==> src/hdl/fce_pkg.sv <==
package fce_pkg;

    localparam int MAX_HARMONICS_DEF    = 16;
    localparam int SINE_TABLE_DEPTH_DEF = 1024;
    localparam int COEF_WIDTH_DEF       = 32;

    localparam int WGT_W   = 48;
    localparam int ACC_W   = 64;
    localparam int OUT_W   = 48;
    localparam int SINE_W  = 16;

    localparam longint unsigned Q30_ONE     = 64'd1073741824;
    localparam longint unsigned HALF_PI_Q30 = 64'd1686629713;
    localparam longint unsigned TWO_PI_Q16  = 64'd411775;
    localparam longint unsigned TERM_LIMIT  = 64'h0100_0000_0000_0000;

    localparam logic signed [ACC_W-1:0] OUT_MAX = 64'sh0000_7FFF_FFFF_FFFF;
    localparam logic signed [ACC_W-1:0] OUT_MIN = -64'sh0000_8000_0000_0000;

    localparam logic MODE_LOAD = 1'b0;
    localparam logic MODE_EVAL = 1'b1;

    localparam logic REG_HARMONIC_COUNT = 1'b0;

    typedef enum logic [1:0] {
        ST_IDLE,
        ST_RUN,
        ST_DRAIN,
        ST_DONE
    } state_t;

    typedef struct packed {
        logic coef_we;
        logic start;
        logic issue;
        logic out_load;
    } cmd_t;

    typedef struct packed {
        logic pipe_busy;
        logic out_valid;
    } status_t;

endpackage

==> src/hdl/fce_ctrl.sv <==
module fce_ctrl #(
    parameter int MAX_HARMONICS = fce_pkg::MAX_HARMONICS_DEF
) (
    input  logic                clk,
    input  logic                rst_n,
    input  logic                in_valid,
    output logic                in_stall,
    input  logic                mode,
    input  logic                out_stall,
    input  logic [4:0]          harmonic_count,
    input  fce_pkg::status_t    status,
    output fce_pkg::cmd_t       cmd,
    output logic [(MAX_HARMONICS > 1 ? $clog2(MAX_HARMONICS) : 1)-1:0] jslot
);

    localparam int HIDX = MAX_HARMONICS > 1 ? $clog2(MAX_HARMONICS) : 1;
    localparam int JW   = $clog2(MAX_HARMONICS + 1);

    fce_pkg::state_t state_reg, state_next;
    logic [JW-1:0]   jcnt_reg, jcnt_next;
    logic [JW-1:0]   n_eff;
    logic [JW-1:0]   jm1;
    logic            out_free;

    always_comb
    begin
        if (int'(harmonic_count) > MAX_HARMONICS)
        begin
            n_eff = JW'(MAX_HARMONICS);
        end
        else
        begin
            n_eff = JW'(harmonic_count);
        end
    end

    assign out_free = !status.out_valid || !out_stall;
    assign jm1      = jcnt_reg - 1'b1;
    assign jslot    = HIDX'(jm1);

    always_ff @(posedge clk or negedge rst_n)
    begin
        if (!rst_n)
        begin
            state_reg <= fce_pkg::ST_IDLE;
            jcnt_reg  <= '0;
        end
        else
        begin
            state_reg <= state_next;
            jcnt_reg  <= jcnt_next;
        end
    end

    always_comb
    begin
        state_next = state_reg;
        jcnt_next  = jcnt_reg;
        unique case (state_reg)
            fce_pkg::ST_IDLE:
            begin
                if (in_valid && mode == fce_pkg::MODE_EVAL)
                begin
                    state_next = fce_pkg::ST_RUN;
                    jcnt_next  = JW'(1);
                end
            end
            fce_pkg::ST_RUN:
            begin
                jcnt_next = jcnt_reg + 1'b1;
                if (n_eff == '0 || jcnt_reg == n_eff)
                begin
                    state_next = fce_pkg::ST_DRAIN;
                end
            end
            fce_pkg::ST_DRAIN:
            begin
                if (!status.pipe_busy)
                begin
                    state_next = fce_pkg::ST_DONE;
                end
            end
            fce_pkg::ST_DONE:
            begin
                if (out_free)
                begin
                    state_next = fce_pkg::ST_IDLE;
                end
            end
            default:
            begin
                state_next = fce_pkg::ST_IDLE;
            end
        endcase
    end

    always_comb
    begin
        cmd      = '0;
        in_stall = 1'b1;
        unique case (state_reg)
            fce_pkg::ST_IDLE:
            begin
                in_stall     = 1'b0;
                cmd.coef_we  = in_valid && mode == fce_pkg::MODE_LOAD;
                cmd.start    = in_valid && mode == fce_pkg::MODE_EVAL;
            end
            fce_pkg::ST_RUN:
            begin
                cmd.issue = n_eff != '0;
            end
            fce_pkg::ST_DRAIN:
            begin
                cmd = '0;
            end
            fce_pkg::ST_DONE:
            begin
                cmd.out_load = out_free;
            end
            default:
            begin
                cmd = '0;
            end
        endcase
    end

endmodule

==> config.mk <==
export PLATFORM = sky130hd
export DESIGN_NAME = fce_ctrl
export DESIGN_NICKNAME = d
export VERILOG_FILES = /design/src/hdl/fce_pkg.sv /design/src/hdl/fce_ctrl.sv
export SDC_FILE = /design/constraint.sdc
export NUM_CORES = 1
export LEC_CHECK = 0
export BUFFER_PORTS_ARGS = -buffer_cell sky130_fd_sc_hd__buf_2
export CAP_MARGIN = 5
export CELL_PAD_IN_SITES_DETAIL_PLACEMENT = 1
export CELL_PAD_IN_SITES_GLOBAL_PLACEMENT = 1
export CORE_UTILIZATION = 38
export CTS_CLUSTER_DIAMETER = 60
export DETAILED_ROUTE_END_ITERATION = 10
export PLACE_DENSITY_LB_ADDON = 0.1
export REMOVE_ABC_BUFFERS = 1
export SLEW_MARGIN = 20
export SYNTH_ARGS = -nofsm -noshare
export SYNTH_HDL_FRONTEND = slang
export SYNTH_SLANG_ARGS = --single-unit
==> constraint.sdc <==
create_clock -name clk -period 4.4 [get_ports clk]
set_input_delay 0.22 -clock clk [delete_from_list [all_inputs] [get_ports clk]]
set_output_delay 0.22 -clock clk [all_outputs]
set_load 0.03 [all_outputs]
==> run_results.csv, run 1 <==
group,metric,value,unit
setup_path,worst_path_max_delay_cell,"dfrtp_1",
pwr,ir_drop,0.000390,V
setup_path,critPathArrivalTime,2.08,ns
layout,fin_util,0.506,
setup_path,worstSetupStartpoint,"state_reg[1]",
layout,fillerInstances,209,
clock_tree,clk_pin_slew_worst_paths,0.05,ns
setup_path,r2r_slack,2.46,ns
layout,antennaDiodeCount,0,
logic_synthesis,netlist_area,661,µm²
setup_path,reg2reg_depth,7,
pwr,power_leakage,0.388,nW
clock_tree,cts_buffer_depth,2,
layout,nets,120,
setup_path,path_cells,"inv_1 > ha_1 > inv_2 > a21oi_1 > a21oi_4 > o211ai_2 > mux2_4",
placement,hpwl,1280,µm
clock_tree,clock_sinks,7,
floorplanning,die_w,43.7,µm
logic_synthesis,ys_ff_latch,7,
logic_synthesis,syn_avg_cell_area,8.36,µm²
layout,largest_register_ffs,5,
sta,worst_slew_pin_slew,0.489,ns
floorplanning,rows,14,
logic_synthesis,synth-edff-count,0,
global_route,grt_pass1_wl,2740,µm
logic_synthesis,netlist_instances,79,
sta,drv_slew,0,
global_route,grt_antenna_before_repair,0,
clock_tree,h-tree-depth,1,
clock_tree,cts_buffers,3,
global_route,grt_usage,0.194,
drt,via_per_inst,5.45,
run_status,failed_checks,"design-rule violations",
setup_path,start_kind,"flop",
drt,drt-initial-drc-count,6,
pwr,power_density,721,nW/µm²
logic_synthesis,yosysTopAreaCellShare,0.265,
setup_path,critical_path_required,4.54,ns
sta,fin_crit_sh,0.440,
setup_path,crit_type,"flop to flop",
drt,wirelength,1590,µm
setup_path,path_buf_inv,2,
drt,dr.pass1.iters,6,
layout,seqCellArea,175,µm²
sta,hold_viol,0,
logic_synthesis,yosys.area.top_type,"dfrtp_1",
logic_synthesis,ys.warnings.count,0,
global_route,overflow,0,
run_status,status,"finished, violations left",
sta,relSlewSlack,0.674,
sta,max_freq,517,MHz
floorplanning,die_height,43.7,µm
drt,drc,1,
sta,fin_setup_tns,0,ns
drt,avgRoutedWirePerCell,13.6,µm
logic_synthesis,seq_area_frac_synth,0.265,
clock_tree,post_cts_resized,0,
clock_tree,cts-root-buf,"clkbuf_4",
placement,io_buffer_count,20,
sta,rsz0062_at_grt,"no",
layout,final_layout_size_suffix_gt1_frac,0.277,
setup_path,reg2reg_from,"state_reg[1]",
logic_synthesis,synth_ff_type,"dfrtp_1",
layout,multi_input_area,428,µm²
floorplanning,ios,21,
floorplanning,core_area,1560,µm²
setup_path,cpPeakStageDelay,0.41,ns
floorplanning,start_util,0.424,
sta,setup_viol,0,
sta,period_needed,1.94,ns
clock_tree,tritoncts,"done",
placement,gp_congestion,0.745,
setup_path,r2r-end,"state_reg[1]",
flow_run,max_cap_violations,0,
setup_path,crit_fanout,8,
global_route,grt_pass1_vias,642,
setup_path,worst-path-stages,7,
drt,drtAntennaViolNets,0,
floorplanning,dieArea,1910,µm²
setup_path,end_kind,"flop",
setup_path,crit_end,"state_reg[1]",
layout,synthToLayoutAreaGrowth,19.5,%
clock_tree,clk_latency,0.26,ns
setup_path,crit_family,"compound AO/OA/AOI/OAI gates",
drt,num_vias,638,
worst_hold_path,min_path_type,"primary input to async pin",
logic_synthesis,netlist_top_cells_count,"a21oi_1 (8), nor3_1 (8), dfrtp_1 (7)",
logic_synthesis,yosys-top-cells-area,"dfrtp_1 (27%), ha_1 (11%), a21oi_1 (6.1%)",
logic_synthesis,ys_types,28,
sta,skew,0.00287,ns
global_route,grt_max_degree,11,
logic_synthesis,ys_async_sr_fraction,1.00,
## cell type report
| type | instances | area share |
|---|---|---|
| Multi-Input combinational cell | 61 | 0.542 |
| Sequential cell | 7 | 0.222 |
| Timing Repair Buffer | 21 | 0.139 |
| Inverter | 8 | 0.0380 |
| Clock buffer | 4 | 0.0333 |
| Tap cell | 16 | 0.0254 |
## logic make-up after synthesis
family                   Yosys count  share of synthesized area
XOR/XNOR                           5                     0.0663
adder cells (fa/ha/maj)            6                      0.114
AO/OA/AOI/OAI                     19                      0.203
buffers and inverters             11                     0.0871
AND/OR/NAND/NOR                   29                      0.227
flip-flops                         7                      0.265
multiplexers                       2                     0.0379
## worst min-delay path by stage
stage	end	cells past startpoint
finish	jcnt_reg[2]	2
floorplan	jcnt_reg[0]	0
global route	jcnt_reg[2]	2
CTS	jcnt_reg[2]	2
detailed placement	jcnt_reg[2]	1
global placement	jcnt_reg[2]	1
## worst register-to-register path, stage by stage (launching register included)
cell and delay, ns:
dfrtp_1 0.41, inv_1 0.10, ha_1 0.33, inv_2 0.08, a21oi_1 0.41, a21oi_4 0.04
o211ai_2 0.12, mux2_4 0.32
## power by group
group / switching, mW / total, mW / internal, mW
registers: 0.0407 / 0.132 / 0.0914
clock network: 0.0260 / 0.0607 / 0.0348
logic: 0.232 / 0.376 / 0.144
total: 0.299 / 0.569 / 0.270
## stage by stage
step           instance area, µm²  hold slack [ns]  std cells  worst slack [ns]  power, mW
2_1_floorplan                 633          -0.0756         76              2.58      0.413
3_3_place_gp                  753           0.0674        112              2.51      0.502
3_5_place_dp                  753           0.0682        112              2.48      0.509
4_1_cts                       790            0.318        117              2.45      0.577
5_1_grt                       790            0.341        117              2.32      0.623
6_report                      790            0.320        117              2.46      0.569
## placed cells by master (no fill, tap or decap), drive strengths merged, types with 2 or more instances in the layout
master	synthesis	routed
o21ai	2	2
a31oi	2	2
nand3	4	4
inv	8	8
nand2	6	6
clkbuf	0	4
buf	3	20
xnor2	3	3
ha	6	6
nor2	6	6
nor3	8	8
xor2	2	2
o221ai	2	2
dfrtp	7	7
a21oi	9	9
## routing by layer
metal	GRT usage	vias to the layer above	wire [µm]
li1	-	325	-
met1	0.227	301	691
met2	0.355	10	835
met3	0.0250	2	39
met4	0.0750	0	20
met5	0	-	0
## timing repair
| action | CTS | global route |
|---|---|---|
| hold buffers | 1 | 0 |
| buffers inserted | 0 | 0 |
| endpoints found under the hold margin | 7 | 0 |
Power figures use the tool's default switching activity.
==> inputs of run 2 (changes only) <==
--- a/config.mk
+++ b/config.mk
@@ -9,7 +9,7 @@
 export CAP_MARGIN = 5
 export CELL_PAD_IN_SITES_DETAIL_PLACEMENT = 1
 export CELL_PAD_IN_SITES_GLOBAL_PLACEMENT = 1
-export CORE_UTILIZATION = 38
+export CORE_UTILIZATION = 32
 export CTS_CLUSTER_DIAMETER = 60
 export DETAILED_ROUTE_END_ITERATION = 10
 export PLACE_DENSITY_LB_ADDON = 0.1
==> constraint.sdc (replaced) <==
create_clock -name clk -period 1.7 [get_ports clk]
set_input_delay 0.085 -clock clk [delete_from_list [all_inputs] [get_ports clk]]
set_output_delay 0.085 -clock clk [all_outputs]
set_load 0.03 [all_outputs]
==> run 2 against run 1 <==
  * The flow now finishes without violations
  * Sequential cell count unchanged
  * Wire length up 13%
  * Design area up 9.5%
  * Fmax up 20%
  * Critical path depth unchanged
  * Total power rose to 2.8 times the previous value
  * Worst setup slack worse by 2.4 ns
  * Core utilization down 6.1 points
  * Final cell count up 15%
  * Hold slack worse by 0.12 ns
  * Count of clock-buffer cells in the layout unchanged
  * Critical path type unchanged
==> run_results.csv, run 2 (synthesis gave the netlist of run 1 again) <==
group,metric,value,unit
clock_tree,cts_buffers,3,
clock_tree,post_cts_buffers,0,
layout,antennaDiodeCount,0,
sta,relSlewSlack,0.804,
drt,drtAntennaViolNets,0,
setup_path,path_buf_inv,2,
drt,drt-initial-drc-count,0,
global_route,grt_pass1_wl,2710,µm
global_route,grt_max_degree,9,
global_route,overflow,0,
sta,postLayoutSetupSlackWorst,0.0913,ns
setup_path,worst_path_max_delay_cell,"dfrtp_1",
worst_hold_path,min_path_type,"primary input to async pin",
placement,placed_cell_area,820,µm²
drt,dr.pass1.iters,1,
pwr,p_int,0.779,mW
sta,max_freq,622,MHz
clock_tree,cts-root-buf,"clkbuf_4",
floorplanning,die_height,47.4,µm
floorplanning,ios,21,
sta,rsz0062_at_grt,"no",
pwr,power_density,1830,nW/µm²
clock_tree,clk_latency,0.26,ns
sta,worst_slew_pin_slew,0.294,ns
layout,final_layout_size_suffix_gt1_frac,0.352,
global_route,grt_antenna_before_repair,0,
global_route,grt_pass1_vias,662,
setup_path,start_kind,"flop",
setup_path,crit_fanout,4,
pwr,power_leakage,0.422,nW
layout,fillerInstances,247,
global_route,grt_usage,0.176,
setup_path,end_kind,"flop",
pwr,clockPowerShare,0.101,
clock_tree,h-tree-depth,1,
sta,period_needed,1.61,ns
pwr,seq_power_share,0.207,
setup_path,crit_family,"compound AO/OA/AOI/OAI gates",
placement,gp_congestion,0.726,
drt,wirelength,1800,µm
pwr,ir_drop,0.000843,V
layout,synthToLayoutAreaGrowth,30.9,%
clock_tree,cts_buffer_depth,2,
run_status,status,"completed",
sta,setup_viol,0,
sta,whs,0.197,ns
layout,fin_util,0.445,
setup_path,path_cells,"inv_1 > ha_1 > inv_2 > a21oi_1 > a21oi_4 > o211ai_2 > mux2_4",
clock_tree,tritoncts,"done",
clock_tree,clock_sinks,7,
placement,hpwl,1480,µm
pwr,swShare,0.508,
drt,via_per_inst,4.99,
floorplanning,dieArea,2250,µm²
placement,io_buffer_count,20,
sta,hold_viol,0,
pwr,p_comb_frac,0.692,
setup_path,critPathArrivalTime,1.75,ns
floorplanning,rows,16,
sta,drv_slew,0,
sta,fin_crit_sh,0.946,
flow_run,max_cap_violations,0,
drt,avgRoutedWirePerCell,13.3,µm
layout,layout_common_cells,"buf_2 (20), nor3_1 (8), a21oi_1 (8)",
clock_tree,clk_pin_slew_worst_paths,0.06,ns
layout,layout_commonest_cell,"buf_2",
sta,fin_setup_tns,0,ns
pwr,power_switching,0.804,mW
drt,num_vias,673,
layout,design_area,865,µm²
floorplanning,start_util,0.340,
setup_path,cpPeakStageDelay,0.40,ns
layout,nets,127,
floorplanning,die_w,47.4,µm
layout,largest_register_ffs,5,
placement,pre_cts_slack,0.0745,ns
drt,drc,0,
setup_path,critical_path_required,1.84,ns
floorplanning,core_area,1940,µm²
sta,skew,0.00471,ns
setup_path,crit_type,"flop to flop",
[run 2: changes by cell type in the layout (fill, tap and decap cells not counted), sizes merged]
| cell | previous run | this run |
|---|---|---|
| buf | 20 | 27 |
[run 2: layout make-up]
type                       count  area (µm²)  share of cell area
clock buffer                   4        26.3              0.0304
inverter                       8        30.0              0.0347
multi-input combinational     61         434               0.502
sequential                     7         178               0.205
tap                           27        33.8              0.0391
timing repair buffer          28         163               0.188
[run 2: worst reg2reg max path, delay by kind of cell, from the launching register on]
kind / cells / cell delay [ns]
flip-flops: 1 / 0.40
AO/OA/AOI/OAI: 3 / 0.41
multiplexers: 1 / 0.32
buffers and inverters: 2 / 0.17
adder cells (fa/ha/maj): 1 / 0.20
[run 2: stage by stage]
step | total power [mW] | cells
floorplan | 1.07 | 76
global placement | 1.40 | 130
detailed placement | 1.43 | 130
CTS | 1.60 | 135
global route | 1.73 | 135
finish | 1.58 | 135
[run 2: timing repair]
item / CTS / global route
hold buffers: 1 / 0
hold endpoints to repair: 7 / 0
gates resized for setup: 0 / 3
setup endpoints to repair: 0 / 1
[run 2: worst paths after layout]
kind / slack, ns / end / cells past startpoint / startpoint
hold reg to reg: 0.58 / state_reg[1] / 1 / state_reg[1]
setup / recovery: 0.09 / state_reg[1] / 7 / state_reg[0]
max in group asynchronous: 1.32 / jcnt_reg[4] / 2 / rst_n
setup reg to reg: 0.09 / state_reg[1] / 7 / state_reg[0]
hold / removal: 0.20 / state_reg[0] / 2 / rst_n
min in group clk: 0.22 / state_reg[0] / 4 / status[1]
[run 2: power groups by stage]
stage	registers, mW	logic [mW]	clock network [mW]
after floorplan	0.318	0.751	0
after global placement	0.325	1.08	0
after detailed placement	0.330	1.10	0
after CTS	0.326	1.11	0.168
after global routing	0.344	1.21	0.175
final	0.328	1.09	0.160
[run 2: per-layer routing]
metal	global-route usage	vias to the layer above	part of all wire
met2	0.318	15	0.51
met1	0.203	321	0.44
li1	-	335	-
met3	0.0226	2	0.037
met4	0.0857	0	0.0067
met5	0	-	0
==> inputs of run 3 (changes only) <==
--- a/config.mk
+++ b/config.mk
@@ -5,11 +5,12 @@
 export SDC_FILE = /design/constraint.sdc
 export NUM_CORES = 1
 export LEC_CHECK = 0
+export ABC_AREA = 1
 export BUFFER_PORTS_ARGS = -buffer_cell sky130_fd_sc_hd__buf_2
 export CAP_MARGIN = 5
 export CELL_PAD_IN_SITES_DETAIL_PLACEMENT = 1
 export CELL_PAD_IN_SITES_GLOBAL_PLACEMENT = 1
-export CORE_UTILIZATION = 32
+export CORE_UTILIZATION = 30
 export CTS_CLUSTER_DIAMETER = 60
 export DETAILED_ROUTE_END_ITERATION = 10
 export PLACE_DENSITY_LB_ADDON = 0.1
==> run 3 against run 2 <==
  * Count of clock-buffer cells in the layout unchanged
  * Final cell count grew 4.4%
  * Clock skew grew 0.00092 ns
  * Non-clock buffer count decreased by 7
  * First-iteration DRC count up 2
  * Synthesized area fell by 4.2%
  * Sequential power shrank 4%
  * Clock power about the same
  * Worst setup slack worse by 0.0017 ns
  * Critical endpoint is now cmd[2]
  * Largest power group unchanged
==> run_results.csv, run 3 <==
group,metric,value,unit
run_status,status,"completed",
floorplanning,start_util,0.319,
logic_synthesis,synth-edff-count,0,
logic_synthesis,yosys-top-cells-area,"dfrtp_1 (28%), nand2_1 (14%), ha_1 (12%)",
layout,antennaDiodeCount,0,
sta,fin_setup_tns,0,ns
layout,final_layout_size_suffix_gt1_frac,0.281,
layout,fin_util,0.402,
sta,max_freq,621,MHz
logic_synthesis,netlist_area,633,µm²
floorplanning,ios,21,
logic_synthesis,yosysTopAreaCellShare,0.277,
layout,largest_register_ffs,5,
setup_path,start_kind,"flop",
logic_synthesis,ys_types,21,
layout,synthToLayoutAreaGrowth,25.9,%
placement,gp_congestion,0.807,
sta,rsz0062_at_grt,"no",
layout,layout_commonest_cell,"nand2_1",
sta,period_needed,1.61,ns
logic_synthesis,synth_most_common_cell,"nand2_1",
drt,drtAntennaViolNets,0,
sta,skew,0.00563,ns
global_route,overflow,0,
floorplanning,die_w,47.9,µm
setup_path,critPathArrivalTime,1.53,ns
global_route,grt_antenna_before_repair,0,
placement,io_buffer_count,20,
clock_tree,cts_buffer_depth,2,
setup_path,critical_path_required,1.62,ns
drt,drc,0,
worst_hold_path,min_path_type,"primary input to flop",
clock_tree,clk_pin_slew_worst_paths,0.06,ns
setup_path,crit_type,"flop to output port",
sta,worst_slew_pin_slew,0.304,ns
logic_synthesis,synth_ff_type,"dfrtp_1",
logic_synthesis,syn_avg_cell_area,7.03,µm²
sta,fin_crit_sh,0.947,
logic_synthesis,netlist_instances,90,
drt,avgRoutedWirePerCell,11.5,µm
setup_path,crit_fanout,4,
sta,relSlewSlack,0.796,
global_route,grt_usage,0.164,
sta,hold_viol,0,
layout,nets,133,
flow_run,max_cap_violations,0,
logic_synthesis,ys_async_sr_fraction,1.00,
clock_tree,clock_sinks,7,
placement,hpwl,1340,µm
drt,drt-initial-drc-count,2,
logic_synthesis,netlist_top_cells_count,"nand2_1 (23), inv_1 (11), nand3_1 (11)",
floorplanning,core_area,1980,µm²
layout,layout_common_cells,"nand2_1 (23), buf_2 (19), inv_1 (11), nand3_1 (11)",
logic_synthesis,ys.warnings.count,0,
pwr,power_leakage,0.443,nW
sta,whs,0.148,ns
logic_synthesis,yosys.area.top_type,"dfrtp_1",
floorplanning,die_height,47.9,µm
pwr,power.total,1.48,mW
pwr,ir_drop,0.000802,V
drt,dr.pass1.iters,4,
logic_synthesis,ys_ff_latch,7,
global_route,grt_max_degree,9,
setup_path,r2r_slack,0.16,ns
sta,setup_viol,0,
drt,wirelength,1620,µm
clock_tree,h-tree-depth,1,
clock_tree,tritoncts,"done",
clock_tree,cts_buffers,3,
clock_tree,clk_latency,0.26,ns
pwr,power_density,1860,nW/µm²
placement,dp_cells,136,
setup_path,end_kind,"output port",
clock_tree,cts-root-buf,"clkbuf_4",
floorplanning,rows,16,
floorplanning,dieArea,2300,µm²
global_route,grt_pass1_vias,601,
drt,num_vias,648,
layout,final-instance-count-excl-fill,141,
logic_synthesis,seq_area_frac_synth,0.277,
sta,drv_slew,0,
clock_tree,post_cts_buffers,0,
drt,via_per_inst,4.60,
global_route,grt_pass1_wl,2500,µm
[run 3: changes by cell type in the layout (fill, tap and decap cells not counted), moves of 3 or more]
cell | previous run | this run
a21oi_1 | 8 | 2
buf_4 | 7 | 0
inv_1 | 6 | 11
nand2_1 | 6 | 23
nand3_1 | 4 | 11
nor3_1 | 8 | 2
xnor2_1 | 3 | 0
[run 3: metal layers]
layer	global-route usage	up-vias	wire, µm
met2	0.295	14	843
met4	0.0500	0	0
li1	-	339	-
met3	0.0566	0	61
met5	0	-	0
met1	0.179	295	712
[run 3: cell families after synthesis]
family	share of synthesized area
AOI/OAI and AO/OA	0.0850
xor gates and xnor gates	0.0553
adders and majority gates	0.119
buffers and inverters	0.101
DFF	0.277
and+or+nand+nor	0.364
[run 3: final timing paths]
path,from,end,cells past startpoint
setup / recovery,state_reg[1],cmd[2],5
hold / removal,status[1],state_reg[1],4
setup reg to reg,state_reg[1],jcnt_reg[3],9
hold reg to reg,state_reg[1],state_reg[1],2
max in group asynchronous,rst_n,jcnt_reg[0],2
min in group asynchronous,rst_n,jcnt_reg[1],2
[run 3: power by group]
group	switching [mW]	total [mW]	internal, mW
sequential	0.0802	0.314	0.234
clock	0.0711	0.161	0.0902
combinational	0.677	1.01	0.332
[run 3: layout make-up]
type                            count  area (µm²)
Fill cell                         273        1180
Multi-Input combinational cell     68         397
Sequential cell                     7         175
Timing Repair Buffer               21         113
Inverter                           14        52.6
Tap cell                           27        33.8
Clock buffer                        4        26.3
[run 3: worst max-delay path, stage by stage, from the launching register on]
cell and delay, ns:
dfrtp_1 0.41, inv_1 0.11, ha_2 0.22, inv_2 0.07
nor3_4 0.23, clkbuf_4 0.23
[run 3: timing repair]
item                                    4_1_cts  5_1_grt
hold endpoints to repair                      7        0
resized for setup                             0        2
endpoints found under the setup margin        0        1
hold buffers                                  1        0
[run 3: stage by stage]
step	worst slack, ns	instance area, µm²
after global placement	0.277	756
after CTS	0.0625	792
after floorplan	0.0326	622
after global routing	0.00699	797
final	0.0897	797
after detailed placement	0.170	756
